File: config.mk
export PLATFORM = sky130hd
export DESIGN_NAME = continued_fraction_rational_approx
export DESIGN_NICKNAME = d
export VERILOG_FILES = /design/src/rtl/cfra_pkg.sv /design/src/rtl/continued_fraction_rational_approx.sv
export SDC_FILE = /design/constraint.sdc
export NUM_CORES = 2
export LEC_CHECK = 0
export ABC_AREA = 1
export BUFFER_PORTS_ARGS = -buffer_cell sky130_fd_sc_hd__buf_4
export CORE_UTILIZATION = 55
export CTS_CLUSTER_DIAMETER = 40
export DETAILED_ROUTE_END_ITERATION = 10
export HOLD_SLACK_MARGIN = 0.06
export PLACE_DENSITY = 0.72
export SETUP_SLACK_MARGIN = 0.2
export SLEW_MARGIN = 20
export SYNTH_ARGS = -nofsm -noshare
export SYNTH_HDL_FRONTEND = slang
export SYNTH_SLANG_ARGS = --single-unit
File: constraint.sdc
create_clock -name clk -period 4.1 [get_ports clk]
set_input_delay 0.41 -clock clk [delete_from_list [all_inputs] [get_ports clk]]
set_output_delay 0.41 -clock clk [all_outputs]
set_load 0.01 [all_outputs]
File: src/rtl/cfra_pkg.sv
// Shared constants for the continued fraction rational approximation block.
package cfra_pkg;

    // Parameter defaults.
    localparam int ORDER_LIMIT_DEF = 40;
    localparam int FRAC_BITS_DEF   = 32;
    localparam int INT_BITS_DEF    = 16;

    // Port widths.
    localparam int X_W   = 48;
    localparam int NUM_W = 48;
    localparam int DEN_W = 33;
    localparam int ERR_W = 32;
    localparam int ORD_W = 6;
    localparam int TOL_W = 32;

    // Tolerance after reset: 1.0e-8 in units of 2^-32.
    localparam logic [TOL_W-1:0] TOL_RESET = 32'd43;

    // The radix-2 divider works on a dividend of this many bits.
    localparam int DIV_BITS = ERR_W + 1;
    localparam int CNT_W    = $clog2(DIV_BITS);

endpackage

File: src/rtl/continued_fraction_rational_approx.sv
// Top level: best rational approximation of a fixed-point value by continued fractions.
//
// The block reads x_value as an unsigned fixed-point number with INT_BITS integer bits
// over FRAC_BITS fraction bits and expands it as a continued fraction by exact integer
// Euclid steps. Each step forms the next convergent h/k, and the block stops at the
// first convergent whose error |x - h/k| is at or below the tolerance register (in
// units of 2^-32), or at order ORDER_LIMIT-1, whichever comes first. An input with a
// zero fraction returns its integer part over one at order 0. If the expansion ends
// early, the exact convergent is returned with zero error. The block takes one item at
// a time: in_ready is high only while it is idle, and the result sits in an output
// register, so a new beat is taken while the previous result still waits downstream.
// Operation: an integer input goes from idle straight to the finish state, which loads
// the output register. Otherwise every continued fraction order runs the shared
// radix-2 divider, which builds the convergent by shift-and-add from the same quotient
// bits, then an update state and a check state; the final error division and the
// output load follow. While an earlier result still waits in the output register, the
// block holds in its last state until that beat leaves.
// The tolerance register is written through cfg_we/cfg_wdata and must only be written
// while the block is idle.
module continued_fraction_rational_approx #(
    parameter int ORDER_LIMIT = cfra_pkg::ORDER_LIMIT_DEF,
    parameter int FRAC_BITS   = cfra_pkg::FRAC_BITS_DEF,
    parameter int INT_BITS    = cfra_pkg::INT_BITS_DEF
) (
    input  logic                          clk,
    input  logic                          rst_n,
    input  logic                          cfg_we,
    input  logic [cfra_pkg::TOL_W-1:0]    cfg_wdata,
    input  logic                          in_valid,
    output logic                          in_ready,
    input  logic [cfra_pkg::X_W-1:0]      x_value,
    output logic                          out_valid,
    input  logic                          out_ready,
    output logic [cfra_pkg::NUM_W-1:0]    numerator,
    output logic [cfra_pkg::DEN_W-1:0]    denominator,
    output logic [cfra_pkg::ERR_W-1:0]    achieved_error,
    output logic [cfra_pkg::ORD_W-1:0]    order_used,
    output logic                          tolerance_met
);
    import cfra_pkg::*;

    // Internal widths. Remainders and denominators never exceed 2^F, numerators
    // never exceed the input value, and tolerance*k stays below 2^(32+F).
    localparam int F          = FRAC_BITS;
    localparam int W          = INT_BITS + FRAC_BITS;
    localparam int PW         = F + 1;
    localparam int TW         = ERR_W + F + 1;
    localparam int LAST_ORDER = ORDER_LIMIT - 1;

    typedef enum logic [2:0] {
        S_IDLE,
        S_DIV,
        S_UPDATE,
        S_CHECK,
        S_EDIV,
        S_FINISH
    } state_t;

    state_t              state_reg, state_next;
    logic [TOL_W-1:0]    tol_reg, tol_next;

    // Euclid remainders and the two most recent convergents. The t registers track
    // tolerance*k with the same recurrence as k, so the stop test needs no multiplier.
    logic [PW-1:0]       rem_prev_reg, rem_prev_next;
    logic [PW-1:0]       rem_reg, rem_next;
    logic [W-1:0]        h_prev_reg, h_prev_next;
    logic [W-1:0]        h_reg, h_next;
    logic [PW-1:0]       k_prev_reg, k_prev_next;
    logic [PW-1:0]       k_reg, k_next;
    logic [TW-1:0]       t_prev_reg, t_prev_next;
    logic [TW-1:0]       t_reg, t_next;

    // Horner accumulators for a*h, a*k and a*t, fed MSB first by the quotient bits.
    logic [W-1:0]        hacc_reg, hacc_next;
    logic [PW-1:0]       kacc_reg, kacc_next;
    logic [TW-1:0]       tacc_reg, tacc_next;

    // Shared restoring divider.
    logic [DIV_BITS-1:0] quo_reg, quo_next;
    logic [PW-1:0]       part_reg, part_next;
    logic [PW-1:0]       dsr_reg, dsr_next;
    logic [CNT_W-1:0]    cnt_reg, cnt_next;

    logic [ORD_W-1:0]    order_reg, order_next;
    logic                met_reg, met_next;

    // Output register.
    logic                out_valid_reg, out_valid_next;
    logic [NUM_W-1:0]    numerator_reg, numerator_next;
    logic [DEN_W-1:0]    denominator_reg, denominator_next;
    logic [ERR_W-1:0]    error_reg, error_next;
    logic [ORD_W-1:0]    order_out_reg, order_out_next;
    logic                met_out_reg, met_out_next;

    // Divider step and derived values.
    logic [PW:0]         trial;
    logic                qbit;
    logic [PW-1:0]       part_step;
    logic [DIV_BITS-1:0] quo_step;
    logic                div_last;
    logic [ERR_W-1:0]    scaled;
    logic                within_tol;
    logic [F-1:0]        x_frac;
    logic [INT_BITS-1:0] x_int;

    assign trial     = {part_reg, quo_reg[DIV_BITS-1]};
    assign qbit      = trial >= {1'b0, dsr_reg};
    assign part_step = qbit ? PW'(trial - {1'b0, dsr_reg}) : PW'(trial);
    assign quo_step  = {quo_reg[DIV_BITS-2:0], qbit};
    assign div_last  = (cnt_reg == CNT_W'(DIV_BITS - 1));

    // The error numerator |X*k - h*2^F| is the current remainder.
    assign scaled     = ERR_W'(rem_reg[F-1:0]) << (ERR_W - F);
    assign within_tol = TW'(scaled) <= t_reg;

    assign x_frac = x_value[F-1:0];
    assign x_int  = x_value[W-1:F];

    always_comb
    begin
        state_next       = state_reg;
        tol_next         = tol_reg;
        rem_prev_next    = rem_prev_reg;
        rem_next         = rem_reg;
        h_prev_next      = h_prev_reg;
        h_next           = h_reg;
        k_prev_next      = k_prev_reg;
        k_next           = k_reg;
        t_prev_next      = t_prev_reg;
        t_next           = t_reg;
        hacc_next        = hacc_reg;
        kacc_next        = kacc_reg;
        tacc_next        = tacc_reg;
        quo_next         = quo_reg;
        part_next        = part_reg;
        dsr_next         = dsr_reg;
        cnt_next         = cnt_reg;
        order_next       = order_reg;
        met_next         = met_reg;
        out_valid_next   = out_valid_reg;
        numerator_next   = numerator_reg;
        denominator_next = denominator_reg;
        error_next       = error_reg;
        order_out_next   = order_out_reg;
        met_out_next     = met_out_reg;

        if (cfg_we)
        begin
            tol_next = cfg_wdata;
        end

        if (out_valid_reg && out_ready)
        begin
            out_valid_next = 1'b0;
        end

        case (state_reg)
            S_IDLE:
            begin
                if (in_valid)
                begin
                    rem_prev_next = PW'(1) << F;
                    rem_next      = PW'(x_frac);
                    h_prev_next   = W'(1);
                    h_next        = W'(x_int);
                    k_prev_next   = '0;
                    k_next        = PW'(1);
                    t_prev_next   = '0;
                    t_next        = TW'(tol_reg);
                    order_next    = '0;
                    part_next     = '0;
                    cnt_next      = '0;
                    hacc_next     = '0;
                    kacc_next     = '0;
                    tacc_next     = '0;
                    if (x_frac == '0)
                    begin
                        // Integer input: x/1 with zero error.
                        met_next   = 1'b1;
                        quo_next   = '0;
                        state_next = S_FINISH;
                    end
                    else
                    begin
                        quo_next   = DIV_BITS'(PW'(1) << F);
                        dsr_next   = PW'(x_frac);
                        state_next = S_DIV;
                    end
                end
            end

            S_DIV:
            begin
                part_next = part_step;
                quo_next  = quo_step;
                hacc_next = W'(hacc_reg << 1) + (qbit ? h_reg : '0);
                kacc_next = PW'(kacc_reg << 1) + (qbit ? k_reg : '0);
                tacc_next = TW'(tacc_reg << 1) + (qbit ? t_reg : '0);
                cnt_next  = cnt_reg + CNT_W'(1);
                if (div_last)
                begin
                    state_next = S_UPDATE;
                end
            end

            S_UPDATE:
            begin
                h_prev_next   = h_reg;
                h_next        = hacc_reg + h_prev_reg;
                k_prev_next   = k_reg;
                k_next        = kacc_reg + k_prev_reg;
                t_prev_next   = t_reg;
                t_next        = tacc_reg + t_prev_reg;
                rem_prev_next = rem_reg;
                rem_next      = part_reg;
                order_next    = order_reg + ORD_W'(1);
                state_next    = S_CHECK;
            end

            S_CHECK:
            begin
                part_next = '0;
                cnt_next  = '0;
                if (within_tol || (order_reg == ORD_W'(LAST_ORDER)))
                begin
                    // A finished expansion has a zero remainder and always passes.
                    met_next   = within_tol;
                    quo_next   = DIV_BITS'(scaled);
                    dsr_next   = k_reg;
                    state_next = S_EDIV;
                end
                else
                begin
                    quo_next   = DIV_BITS'(rem_prev_reg);
                    dsr_next   = rem_reg;
                    hacc_next  = '0;
                    kacc_next  = '0;
                    tacc_next  = '0;
                    state_next = S_DIV;
                end
            end

            S_EDIV:
            begin
                part_next = part_step;
                quo_next  = quo_step;
                cnt_next  = cnt_reg + CNT_W'(1);
                if (div_last)
                begin
                    state_next = S_FINISH;
                end
            end

            S_FINISH:
            begin
                if (!out_valid_reg || out_ready)
                begin
                    out_valid_next   = 1'b1;
                    numerator_next   = NUM_W'(h_reg);
                    denominator_next = DEN_W'(k_reg);
                    error_next       = quo_reg[ERR_W-1:0];
                    order_out_next   = order_reg;
                    met_out_next     = met_reg;
                    state_next       = S_IDLE;
                end
            end

            default:
            begin
                state_next = S_IDLE;
            end
        endcase
    end

    always_ff @(posedge clk or negedge rst_n)
    begin
        if (!rst_n)
        begin
            state_reg       <= S_IDLE;
            tol_reg         <= TOL_RESET;
            out_valid_reg   <= 1'b0;
            rem_prev_reg    <= '0;
            rem_reg         <= '0;
            h_prev_reg      <= '0;
            h_reg           <= '0;
            k_prev_reg      <= '0;
            k_reg           <= '0;
            t_prev_reg      <= '0;
            t_reg           <= '0;
            hacc_reg        <= '0;
            kacc_reg        <= '0;
            tacc_reg        <= '0;
            quo_reg         <= '0;
            part_reg        <= '0;
            dsr_reg         <= '0;
            cnt_reg         <= '0;
            order_reg       <= '0;
            met_reg         <= 1'b0;
            numerator_reg   <= '0;
            denominator_reg <= '0;
            error_reg       <= '0;
            order_out_reg   <= '0;
            met_out_reg     <= 1'b0;
        end
        else
        begin
            state_reg       <= state_next;
            tol_reg         <= tol_next;
            out_valid_reg   <= out_valid_next;
            rem_prev_reg    <= rem_prev_next;
            rem_reg         <= rem_next;
            h_prev_reg      <= h_prev_next;
            h_reg           <= h_next;
            k_prev_reg      <= k_prev_next;
            k_reg           <= k_next;
            t_prev_reg      <= t_prev_next;
            t_reg           <= t_next;
            hacc_reg        <= hacc_next;
            kacc_reg        <= kacc_next;
            tacc_reg        <= tacc_next;
            quo_reg         <= quo_next;
            part_reg        <= part_next;
            dsr_reg         <= dsr_next;
            cnt_reg         <= cnt_next;
            order_reg       <= order_next;
            met_reg         <= met_next;
            numerator_reg   <= numerator_next;
            denominator_reg <= denominator_next;
            error_reg       <= error_next;
            order_out_reg   <= order_out_next;
            met_out_reg     <= met_out_next;
        end
    end

    assign in_ready       = (state_reg == S_IDLE);
    assign out_valid      = out_valid_reg;
    assign numerator      = numerator_reg;
    assign denominator    = denominator_reg;
    assign achieved_error = error_reg;
    assign order_used     = order_out_reg;
    assign tolerance_met  = met_out_reg;

endmodule

# [After elaboration in Yosys (flattened, before gate mapping)]
# Index checks and enable logic that the tools add are counted.
[totals] register_bits=772 input_bits=85 out_inout_bits=122 elab_cells=122
[op_classes] n_addsub=9 order_cmp=2 eq_ne=15 n_mux=53 n_reduce_logical=18
[op_table] op="2-to-1 mux 33 bit" count=13
[op_table] op="one-hot mux 33 bit (2 select lines)" count=5
[op_table] op="one-hot mux 33 bit (3 select lines)" count=3
[op_table] op="2-to-1 mux 65 bit" count=4
[op_table] op="one-hot mux 65 bit (2 select lines)" count=2
[op_table] op="2-to-1 mux 48 bit" count=5
[op_table] op="one-hot mux 65 bit (3 select lines)" count=1
[op_table] op="one-hot mux 48 bit (2 select lines)" count=2
[op_table] op="one-hot mux 48 bit (3 select lines)" count=1
[op_table] op="adder 65 bit" count=2
[op_table] op="adder 48 bit" count=2
[op_table] op="adder 33 bit" count=2
[op_table] op="less-or-equal comparator 32 x 65 -> 1 bit" count=1
[op_table] op="greater-or-equal comparator 34 x 33 -> 1 bit" count=1
[op_table] op="subtractor 33 bit" count=1
[op_table] op="zero test 32 bit" count=1
[op_table] op="2-to-1 mux 3 bit" count=6
[op_table] op="one-hot mux 3 bit (6 select lines)" count=1
[op_table] op="one-hot mux 6 bit (3 select lines)" count=1
[op_table] op="inequality test 2 bit (second input constant)" count=7
[op_table] op="adder 6 x 1 -> 6 bit (second input constant)" count=2
[op_table] op="equality test 6 bit (second input constant)" count=2
[op_table] op="one-hot mux 6 bit (2 select lines)" count=1
[op_table] op="AND reduction 4 bit" count=2
[op_table] op="other kinds (16)" count=29

# [Longest topological paths before layout]
[logic_depth] depth_word=4 ltp_mapped=33 depth_no_buf=31

# [Worst setup path after synthesis]
# Ideal clock, no wire load.
[synth_timing] path_type="register to register" startpoint="reg quo_reg[32]" endpoint="reg tacc_reg[47]" t_arrival_ps=3630 t_required_ps=3982 path_slack_ps=352 path_stages_with_launch=31 path_buffers=2 path_cell_list="dfrtp_1 inv_1 ha_1 fa_1 nand3b_1 nand3_2 nand2_1 nand3_2 nand2_1 nand2_1 inv_1 buf_2 buf_2 nor2_1 ha_1 inv_1 fa_1 inv_1 nand3_1 nand2_1 nand2_1 nand2_1 nand3_1 nand2_1 nand3_1 nand2_1 nand3_1 nand2_1 nand2_1 nand3_1 nand2_1"
[synth_between] elab_chain_cells=4
[synth_rtl] element="from (decl)" line_no="continued_fraction_rational_approx.sv:79" text="logic [DIV_BITS-1:0] quo_reg, quo_next;"
[synth_rtl] element="from (signal assigned)" line_no="continued_fraction_rational_approx.sv:321" text="quo_reg <= quo_next;"
[synth_rtl] element="greater-or-equal comparator 34 x 33 -> 1 bit" line_no="continued_fraction_rational_approx.sv:107" text="assign qbit = trial >= {1'b0, dsr_reg};"
[synth_rtl] element="2-to-1 mux 65 bit" line_no="continued_fraction_rational_approx.sv:198" text="tacc_next = TW'(tacc_reg << 1) + (qbit ? t_reg : '0);"
[synth_rtl] element="adder 65 bit" line_no="continued_fraction_rational_approx.sv:198"
[synth_rtl] element="one-hot mux 65 bit (3 select lines)" line_no="continued_fraction_rational_approx.sv:157" text="case (state_reg)"
[synth_rtl] element="to (signal assigned)" line_no="continued_fraction_rational_approx.sv:320" text="tacc_reg <= tacc_next;"
[synth_rtl] element="to (decl)" line_no="continued_fraction_rational_approx.sv:76" text="logic [TW-1:0] tacc_reg, tacc_next;"
# No other way between the ends.
# A chain may end at the register's enable or synchronous reset.

# [Worst setup path in the final report]
[layout_timing] startpoint="reg quo_reg[32]" endpoint="reg hacc_reg[41]"
[layout_between] elab_chain_cells=4
[layout_rtl] element="greater-or-equal comparator 34 x 33 -> 1 bit" line_no="continued_fraction_rational_approx.sv:107"
[layout_rtl] element="2-to-1 mux 48 bit" line_no="continued_fraction_rational_approx.sv:196" text="hacc_next = W'(hacc_reg << 1) + (qbit ? h_reg : '0);"
[layout_rtl] element="adder 48 bit" line_no="continued_fraction_rational_approx.sv:196"
[layout_rtl] element="one-hot mux 48 bit (3 select lines)" line_no="continued_fraction_rational_approx.sv:157"
[layout_rtl] element="to (signal assigned)" line_no="continued_fraction_rational_approx.sv:318" text="hacc_reg <= hacc_next;"
[layout_rtl] element="to (decl)" line_no="continued_fraction_rational_approx.sv:74" text="logic [W-1:0] hacc_reg, hacc_next;"
# No other way between the ends.

==> results.txt <==
outcome - complete, no violations
post-placement setup slack - -69.2 ps
gr usage total - 40.3%
fmax - 249 MHz
Worst-Skew Late Latency - 740 ps
CTS buffer count - 121
Post-synth EDFFs - 0
routed length per placed instance - 21.3 µm
final setup margin - 82.5 ps
final hold vios - 0
Mapped Area - 53,300 µm²
Final Non-Filler Cells - 9,538
relative slew slack - 27.1%
Synth cell types - 50
vias in the first global route - 53.4k
clock sink count - 772
synthesized instance count - 7,703
final worst path period need - 4020 ps
CP Max Fanout - 17
CTS tree - built
layout cells sized above 1 - 14.0%
# DRC - 0
routed vias/inst - 5.90
critical path launch point - quo_reg[32]
dpl cell area - 57,300 µm²
Hold WC Path Type - in -> reg
CP Cell Sequence - inv_1, ha_2, fa_2, nand3b_1, nand3_2, nand2_1, nand3_2, nand2_2, nand2_4, clkinv_8, buf_12, buf_4, nor2_1, ha_4, nand2_2, nor2_2, inv_1, nor3_1, buf_4, nand4_1, nand3_1, a21oi_1, o21ai_0, nand2_1
sequential fraction of the synthesis area - 36.2%
clock slew at reported path FFs - 60 ps
GP Congestion - 1.06
global-route wire length before repair - 305,000 µm
initial antenna violation count - 1
Ports - 207
Placed Cells - 9,178
syn_nets - 8,146
DRT Pass-1 Iters - 6
Layout Cell Area excl Fill - 64,600 µm²
final period utilization - 98.0%
critical setup path kind - reg -> reg
CORE AREA - 95,600 µm²
H-tree depth - 3
crit path DAT - 4640 ps
Detail Placement HPWL - 152,000 µm
Die Y - 313 µm
die footprint - 98,200 µm²
largest net degree at the start of global routing - 171
PwrDens - 675 nW/µm²
via count - 56.2k
Reg2Reg Launch Point - quo_reg[32]
Synth async-reset ratio - 100%
final core utilization - 67.6%
CTS max path bufs - 3
final setup violation count - 0
crit path buf inv count - 6
Area Growth Syn to Fin - 21.2%
clock root buffer master - clkbuf_16
delay-heaviest family, CP - simple AND/OR/NAND/NOR gates
drt total wl - 203,000 µm
nets - 8,606
drt initial violations - 5,705
Synth Flop Type - dfrtp_1
Max-cap violations - 0
Worst VDD drop - 0.717 mV
Worst setup SP type - register
#FFs+latches synth - 772
worst-margin pin slew - 1090 ps
CP max-delay cell - dfrtp_1
crit end category - register
Final Skew - 27.3 ps
hold_sp - x_value[0]
row count - 113
gr ovfl total - 0
Ys Warns - 0
Port Buf Inserts - 206
data required time of the critical path - 4720 ps
CP peak stage delay - 360 ps
Leak - 31.3 nW
Slew Limit Fails - 0
Die W - 313 µm
Initial Util - 55.8%
Detail Route Antenna Nets - 0
unrepaired setup endpoints after global routing - true
Syn Area/Cell - 6.92 µm²
power breakdown:
group / switching (mW) / internal (mW) / total [mW]
clock network: 4.26 / 6.69 / 10.9
registers: 2.01 / 9.88 / 11.9
logic: 13.7 / 7.15 / 20.8
total: 19.9 / 23.7 / 43.7
tightest hold or removal path, cell delays in order:
cell and delay [ps]:
buf_4 120, o22ai_1 110, a21oi_1 120
layout make-up:
cell class | instances | area [µm²]
clock buffer | 148 | 3340
multi-input combinational | 5828 | 31400
timing repair buffer | 553 | 4610
fill | 8221 | 30900
inverter | 887 | 3340
sequential | 772 | 19300
tap | 1265 | 1580
clock inverter | 84 | 1020
antenna | 1 | 2.50
cell usage after synthesis, drive strengths merged, types with 37 or more instances:
cell type  count  area (µm²)
dfrtp        768       19200
nand2       2039        7660
inv          887        3330
nand4         99         619
a21o          61         459
buf           98         606
a21oi        634        3180
ha           351        4390
nor3          64         325
o21bai        41         308
xnor2         37         324
o21ai        810        4050
nor2         958        3620
o22ai         63         394
clkbuf       118         443
nand3        390        1970
layer usage:
layer / vias to the layer above / global-route usage (%) / part of all wire [%]
met5: - / 0 / 0
met4: 0 / 19.5 / 5.4
met3: 564 / 8.23 / 9.5
met2: 2753 / 62.0 / 44
met1: 26600 / 54.3 / 41
li1: 26300 / - / -
cells by family (layout without fill, tap and decap cells):
kind of cell | count (synthesis) | in the layout | share of synthesized area (%)
compound gates | 1733 | 1733 | 17.5
xor+xnor | 72 | 72 | 1.18
fa+ha+maj | 358 | 358 | 8.50
buf+inv | 1103 | 1672 | 8.21
flops | 772 | 772 | 36.2
mux | 36 | 36 | 0.760
other cells | 0 | 1 | 0
simple gates | 3629 | 3629 | 27.6
what timing repair did:
action                                  in CTS  in global routing
buffers inserted                            12                 37
hold endpoints to repair                   170                  0
hold buffers                                76                  0
pin swaps                                   14                 89
cloned                                       1                  1
endpoints found under the setup margin      81                116
resized for setup                           97                358
layout by cell type (no fill, tap or decap), drive strengths merged, types with 61 or more instances in the layout:
master,count
buf,476
nor3,64
o21ai,810
nand2,2039
nand3,390
dlygate4sd3,76
nand4,99
a21oi,634
o22ai,63
clkbuf,149
dfrtp,768
inv,911
ha,351
a21o,61
nor2,958
through the flow:
stage          hold WS (ps)  power, mW  TNS [ps]
2_1_floorplan           114       23.5         0
3_3_place_gp            461       30.0     -15.9
3_5_place_dp            466       30.5      -293
4_1_cts                61.7       41.9         0
5_1_grt                83.1       45.9      -122
6_report               70.8       43.7         0
path summary, 6_finish.rpt:
kind                                endpoint  slack (ps)  depth (start not counted)
worst min-delay path              rem_reg[0]          70                          3
min in group asynchronous        quo_reg[15]         290                          2
worst max-delay path            hacc_reg[41]          80                         24
max in group asynchronous       tacc_reg[59]        2570                          3
worst min register to register     h_reg[21]         480                          2
worst max register to register  hacc_reg[41]          80                         24
Note: power is estimated with default switching activity, not from simulation.
